$ cat config.mk
export PLATFORM = sky130hd
export DESIGN_NAME = lfgd_arith
export DESIGN_NICKNAME = d
export VERILOG_FILES = /design/src/hdl/lfgd_pkg.sv /design/src/hdl/lfgd_arith.sv
export VERILOG_INCLUDE_DIRS = /design/src /design/src/hdl
export SDC_FILE = /design/constraint.sdc
export NUM_CORES = 2
export LEC_CHECK = 0
export BUFFER_PORTS_ARGS = -buffer_cell sky130_fd_sc_hd__buf_2
export CAP_MARGIN = 20
export CORE_MARGIN = 2
export CORE_UTILIZATION = 55
export CTS_CLUSTER_DIAMETER = 200
export CTS_CLUSTER_SIZE = 28
export DETAILED_ROUTE_END_ITERATION = 12
export GPL_TIMING_DRIVEN = 0
export PLACE_DENSITY = 0.71
export SLEW_MARGIN = 10
export SYNTH_ARGS = -nofsm -noshare
export SYNTH_HDL_FRONTEND = slang
export SYNTH_SLANG_ARGS = --single-unit
$ cat constraint.sdc
create_clock -name clock -period 20.9 [get_ports clock]
set_input_delay 4.18 -clock clock [delete_from_list [all_inputs] [get_ports clock]]
set_output_delay 4.18 -clock clock [all_outputs]
set_load 0.1 [all_outputs]
$ cat src/hdl/line_fit_gradient_descent_unit_defines.svh
`ifndef LINE_FIT_GRADIENT_DESCENT_UNIT_DEFINES_SVH
`define LINE_FIT_GRADIENT_DESCENT_UNIT_DEFINES_SVH

// checks that stay quiet while reset is high
`define LFGD_ASSERT(name, prop, msg) \
   name: assert property (@(posedge clock) disable iff (reset) prop) \
      else $error(msg);

// checks that also hold through reset
`define LFGD_ASSERT_ALWAYS(name, prop, msg) \
   name: assert property (@(posedge clock) prop) \
      else $error(msg);

`endif

$ cat src/hdl/lfgd_pkg.sv
`default_nettype none

package lfgd_pkg;

   localparam int MAX_POINTS = 16;
   localparam int IDX_W      = (MAX_POINTS > 1) ? $clog2(MAX_POINTS) : 1;
   localparam int CNT_W      = $clog2(MAX_POINTS + 1);
   localparam int CSR_IDX_W  = 3;

   localparam logic [63:0] ONE_Q32   = 64'h0000_0001_0000_0000;
   localparam logic [63:0] START_ERR = 64'h0000_0064_0000_0000;
   localparam logic [63:0] Q_MIN     = 64'h8000_0000_0000_0000;
   localparam logic [63:0] Q_MAX     = 64'h7FFF_FFFF_FFFF_FFFF;

   typedef enum logic [CSR_IDX_W-1:0] {
      CSR_STEP_SIZE    = 3'd0,
      CSR_TOLERANCE    = 3'd1,
      CSR_MAX_ITER     = 3'd2,
      CSR_SLOPE_DELTA  = 3'd3,
      CSR_OFFSET_DELTA = 3'd4,
      CSR_START_SLOPE  = 3'd5,
      CSR_START_OFFSET = 3'd6
   } csr_index_type;

   typedef enum logic [1:0] {
      OP_MUL16,
      OP_MUL32,
      OP_DIV,
      OP_SQRT
   } arith_op_type;

   typedef struct packed {
      logic         start;
      arith_op_type op;
   } arith_ctl_type;

   typedef struct packed {
      logic done;
      logic busy;
   } arith_sts_type;

   function automatic logic [63:0] mag(input logic [63:0] v);
      return v[63] ? (64'd0 - v) : v;
   endfunction

   function automatic logic [63:0] signed_sat(input logic [63:0] m, input logic neg);
      if (neg) begin
         return m[63] ? Q_MIN : (64'd0 - m);
      end
      return m[63] ? Q_MAX : m;
   endfunction

   function automatic logic [63:0] sat_add(input logic [63:0] a, input logic [63:0] b);
      logic [63:0] s;
      s = a + b;
      if (a[63] == b[63] && s[63] != a[63]) begin
         return a[63] ? Q_MIN : Q_MAX;
      end
      return s;
   endfunction

   function automatic logic [63:0] sat_sub(input logic [63:0] a, input logic [63:0] b);
      logic [63:0] d;
      d = a - b;
      if (a[63] != b[63] && d[63] != a[63]) begin
         return a[63] ? Q_MIN : Q_MAX;
      end
      return d;
   endfunction

endpackage

`default_nettype wire

$ cat src/hdl/lfgd_arith.sv
`default_nettype none

module lfgd_arith (
   input  wire logic                  clock,
   input  wire logic                  reset,
   input  wire lfgd_pkg::arith_ctl_type ctl,
   input  wire logic [63:0]           opa,
   input  wire logic [63:0]           opb,
   output lfgd_pkg::arith_sts_type    sts,
   output logic [63:0]                result
);
   import lfgd_pkg::*;

   typedef enum logic [2:0] {
      A_IDLE, A_MUL, A_MFIN, A_DCHK, A_DIV, A_DFIN, A_SQRT, A_QFIN
   } arith_state_type;

   arith_state_type state_ff;
   arith_op_type    op_ff;
   logic            neg_ff;
   logic            done_ff;
   logic [5:0]      cnt_ff;
   logic [63:0]     ma_ff, mb_ff;
   logic [127:0]    acc_ff;
   logic [63:0]     rem_ff, lo_ff, quo_ff;
   logic [95:0]     rad_ff;
   logic [47:0]     root_ff;
   logic [49:0]     srem_ff;
   logic [63:0]     result_ff;

   logic [63:0]  mag_a, mag_b;
   logic [31:0]  a_half, b_half;
   logic [63:0]  pp;
   logic [127:0] pp_in;
   logic [63:0]  mul_m;
   logic [63:0]  r2;
   logic         take;
   logic [63:0]  rem_in;
   logic [51:0]  trem, trial, tdiff;
   logic         sq_ge;

   always_comb begin
      mag_a  = mag(opa);
      mag_b  = mag(opb);
      a_half = cnt_ff[1] ? ma_ff[63:32] : ma_ff[31:0];
      b_half = cnt_ff[0] ? mb_ff[63:32] : mb_ff[31:0];
      pp     = a_half * b_half;
      // partial product weight follows the two half selects
      case ({1'b0, cnt_ff[1]} + {1'b0, cnt_ff[0]})
         2'd0:    pp_in = {64'd0, pp};
         2'd1:    pp_in = {32'd0, pp, 32'd0};
         default: pp_in = {pp, 64'd0};
      endcase
      if (op_ff == OP_MUL16) begin
         mul_m = (|acc_ff[127:80]) ? '1 : acc_ff[79:16];
      end else begin
         mul_m = (|acc_ff[127:96]) ? '1 : acc_ff[95:32];
      end
      r2     = {rem_ff[62:0], lo_ff[63]};
      take   = rem_ff[63] || (r2 >= mb_ff);
      rem_in = take ? (r2 - mb_ff) : r2;
      trem   = {srem_ff, rad_ff[95:94]};
      trial  = {2'b00, root_ff, 2'b01};
      sq_ge  = trem >= trial;
      tdiff  = trem - trial;
   end

   always_ff @(posedge clock) begin
      if (reset) begin
         state_ff <= A_IDLE;
         done_ff  <= 1'b0;
      end else begin
         done_ff <= (state_ff == A_MFIN) || (state_ff == A_DFIN) || (state_ff == A_QFIN);
         unique case (state_ff)
            A_IDLE: begin
               if (ctl.start) begin
                  op_ff  <= ctl.op;
                  neg_ff <= opa[63] ^ opb[63];
                  ma_ff  <= mag_a;
                  mb_ff  <= mag_b;
                  acc_ff <= '0;
                  cnt_ff <= '0;
                  unique case (ctl.op) inside
                     OP_MUL16, OP_MUL32: state_ff <= A_MUL;
                     OP_DIV: begin
                        rem_ff   <= {32'd0, mag_a[63:32]};
                        lo_ff    <= {mag_a[31:0], 32'd0};
                        quo_ff   <= '0;
                        state_ff <= A_DCHK;
                     end
                     OP_SQRT: begin
                        rad_ff   <= {opa, 32'd0};
                        root_ff  <= '0;
                        srem_ff  <= '0;
                        state_ff <= A_SQRT;
                     end
                     default: state_ff <= A_IDLE;
                  endcase
               end
            end
            A_MUL: begin
               acc_ff <= acc_ff + pp_in;
               cnt_ff <= cnt_ff + 6'd1;
               if (cnt_ff == 6'd3) begin
                  state_ff <= A_MFIN;
               end
            end
            A_MFIN: begin
               result_ff <= signed_sat(mul_m, neg_ff);
               state_ff  <= A_IDLE;
            end
            A_DCHK: begin
               // quotient would not fit in 64 bits
               if (rem_ff >= mb_ff) begin
                  quo_ff   <= '1;
                  state_ff <= A_DFIN;
               end else begin
                  state_ff <= A_DIV;
               end
            end
            A_DIV: begin
               rem_ff <= rem_in;
               lo_ff  <= {lo_ff[62:0], 1'b0};
               quo_ff <= {quo_ff[62:0], take};
               cnt_ff <= cnt_ff + 6'd1;
               if (cnt_ff == 6'd63) begin
                  state_ff <= A_DFIN;
               end
            end
            A_DFIN: begin
               result_ff <= signed_sat(quo_ff, neg_ff);
               state_ff  <= A_IDLE;
            end
            A_SQRT: begin
               srem_ff <= sq_ge ? tdiff[49:0] : trem[49:0];
               root_ff <= {root_ff[46:0], sq_ge};
               rad_ff  <= {rad_ff[93:0], 2'b00};
               cnt_ff  <= cnt_ff + 6'd1;
               if (cnt_ff == 6'd47) begin
                  state_ff <= A_QFIN;
               end
            end
            A_QFIN: begin
               result_ff <= {16'd0, root_ff};
               state_ff  <= A_IDLE;
            end
            default: state_ff <= A_IDLE;
         endcase
      end
   end

   assign sts.done = done_ff;
   assign sts.busy = (state_ff != A_IDLE);
   assign result   = result_ff;

`include "line_fit_gradient_descent_unit_defines.svh"

   `LFGD_ASSERT_ALWAYS(a_done_pulse, done_ff |=> !done_ff, "done held over one cycle")
   `LFGD_ASSERT(a_done_src, done_ff |-> $past(state_ff == A_MFIN || state_ff == A_DFIN || state_ff == A_QFIN), "done without a finish step")
   `LFGD_ASSERT(a_sqrt_count, (state_ff == A_SQRT) |-> (cnt_ff < 6'd48), "root digit count overrun")

endmodule

`default_nettype wire

==> impl_metrics.json <==
{
  "outcome": "finished clean",
  "row_count": 142,
  "ctsResizeCount": 0,
  "gr-usage-all-layers_pct": 43.8,
  "gr-total-overflow": 0,
  "dieArea_mm2": 0.154,
  "ant_nets": 0,
  "final.fill_count": 13800,
  "crit_top_cell": "fa_1",
  "multiInputGateArea_mm2": 0.0574,
  "post_cts_buffers": 0,
  "synth_top_area_share_pct": 23.5,
  "syn_nets": 11200,
  "setup_viol": 0,
  "die_h_um": 393,
  "initial_core_util_pct": 55.4,
  "synth.largest_area_cell": "edfxtp_1",
  "synth_ff_type": "edfxtp_1",
  "finalWeightedCongestion": 1.09,
  "stdcell_area_mm2": 0.0886,
  "hold_path_class": "flop to flop",
  "drt-total-wl_um": 340000,
  "clock_latency_ps": 730,
  "cts_tree": "yes",
  "critPathKind": "flop to flop",
  "numCtsBuffers": 27,
  "critPathLaunchType": "flop",
  "cp_max_fo": 10,
  "core_area_mm2": 0.150,
  "crit_arrival_ps": 17620,
  "ys_seq_area_share_pct": 23.6,
  "async_reset_ff_share_pct": 0,
  "ys_seq_elements": 655,
  "port_buffers": 196,
  "max_freq_mhz": 58.4,
  "path_clk_slew_ps": 140,
  "grt_pass1_vias": 73900,
  "hold_viol_final": 0,
  "grt_pass1_wl_um": 491000,
  "final_common_cell": "nor2_1",
  "finalMaxSlewViolations": 0,
  "fin_skew_ps": 97.2,
  "synth.area.top_cells": "edfxtp_1 24%, fa_1 22%, ha_1 8.6%",
  "grt_antenna_before_repair": 43,
  "synth.avg_cell_area_um2": 8.68,
  "rsz0062_at_grt": "false",
  "final_core_utilization_pct": 59.1,
  "max-slew-margin-rel_pct": 10.5,
  "cts_sinks": 655,
  "grt_max_degree": 32,
  "drt_iter0_markers": 9327,
  "syn_to_final_growth_pct": 6.71,
  "holdPathStages": 2,
  "hpwl_um": 282000,
  "min_from": "rad_ff[38]$_DFFE_PP_",
  "endpoint_kind": "flop",
  "nets": 11500,
  "r2r-start": "cnt_ff[0]$_SDFFCE_PN0P_",
  "firstDrtPassIters": 7,
  "drcViolationCount": 0,
  "synth_edf_count": 651,
  "pin_count": 199,
  "critPathSlowestCell": "a21boi_1",
  "htree_levels": 1,
  "clockRootBuffer": "clkbuf_16",
  "fp.dieW_um": 393,
  "vias": 76000,
  "syn_area_mm2": 0.0831,
  "slowest_delay_ps": 930,
  "final_cell_mix": "1310 x nor2_1, 1149 x inv_1, 1115 x nand2_1, 898 x fa_1, 651 x edfxtp_1",
  "ys_warn_count": 0,
  "vias_per_cell": 6.35,
  "synthCells": 9568,
  "min_period_over_period_pct": 82.0,
  "drive_above_1_share_pct": 4.84,
  "ys_types": 98,
  "place_area_mm2": 0.0877,
  "maxCapViolCount": 0,
  "wire_per_inst_um": 28.4,
  "worst_slew_pin_slew_ps": 1340,
  "clock_path_buffers": 3,
  "fin_crit_ps": 17130,
  "cp-startpoint": "cnt_ff[0]$_SDFFCE_PN0P_",
  "reg2reg_depth": 46,
  "required_ps": 21380,
  "seq_area_mm2": 0.0196,
  "hold_buffers": 0
}
## worst paths after layout
kind / slack [ps] / endpoint
worst max-delay path: 3770 / acc_ff[113]$_SDFFCE_PN0P_
worst min-delay path: 480 / rad_ff[40]$_DFFE_PP_
worst max register to register: 3770 / acc_ff[113]$_SDFFCE_PN0P_
worst min register to register: 480 / rad_ff[40]$_DFFE_PP_
## cell families (layout without fill, tap and decap cells)
family	Yosys count	in the layout	synth area share, %
buf+inv	1642	1995	7.44
compound gates	1952	1952	14.8
simple gates	3230	3230	17.0
other cells	0	29	0
fa+ha+maj	1472	1472	30.3
xor+xnor	462	462	4.87
mux	155	155	1.94
flops	655	655	23.6
## layer usage
layer	GRT usage (%)	up-vias	share of wire, %
met4	28.1	36	8.1
met1	55.5	37100	37
met2	65.6	4787	43
met5	0	-	0.069
met3	12.4	1145	12
li1	-	32900	-
## per-stage QoR
step / TNS, ps / hold slack (ps) / std cells / setup WS [ps]
after floorplan: 0 / 484 / 9568 / 3670
final: 0 / 479 / 12000 / 3770
after detailed placement: 0 / 494 / 11900 / 3740
after CTS: 0 / 483 / 11900 / 3780
after global placement: -632460 / 488 / 11800 / -3730
after global routing: 0 / 535 / 11900 / 3280
## sequential cells by signal, indices dropped and copies added (netlist names), 2 cells and up
signal    cells
acc_ff      128
cnt_ff        6
lo_ff        32
ma_ff        64
mb_ff        64
op_ff         2
quo_ff       64
rad_ff       64
rem_ff       64
result       64
root_ff      48
srem_ff      50
state_ff      3
## worst max-delay path, delay by kind of cell (launching register included)
family / cells / cell delay [ps]
flip-flops: 1 / 540
XOR/XNOR: 2 / 920
AO/OA/AOI/OAI: 15 / 6520
adder cells (fa/ha/maj): 10 / 4300
AND/OR/NAND/NOR: 8 / 1610
buffers and inverters: 11 / 3060
## synthesized netlist by cell type (21+ instances only)
master / n
o21ai_0: 414
o211ai_1: 35
a211oi_1: 47
or4_1: 21
nor2b_1: 55
nor4_1: 51
and3_1: 29
a21boi_0: 23
nand3_1: 146
o21bai_1: 74
and2_1: 73
o41ai_1: 30
nor3_1: 97
fa_1: 898
inv_1: 1149
a21o_1: 240
a31oi_1: 49
a21boi_1: 21
o22ai_1: 89
o21a_1: 38
mux2_2: 50
o32ai_1: 27
clkbuf_1: 456
nand2_1: 1115
xor2_1: 141
buf_1: 27
o21ai_1: 23
a21oi_1: 594
or3_1: 59
edfxtp_1: 651
o31ai_1: 68
ha_1: 574
xnor2_1: 321
nor2_1: 1311
mux2i_1: 105
nand4_1: 139
nand2b_1: 45
## cell type report
class	instances	share of cell area [%]
Multi-Input combinational cell	7271	64.8
Sequential cell	655	22.1
Inverter	1151	4.87
Tap cell	2016	2.85
Timing Repair Buffer	303	2.33
Buffer	491	2.09
Clock buffer	47	0.847
Antenna cell	29	0.0819
Clock inverter	3	0.0325
Power is not shown: default switching activity piles up to over one toggle a cycle in this logic, so the estimate is an artifact.
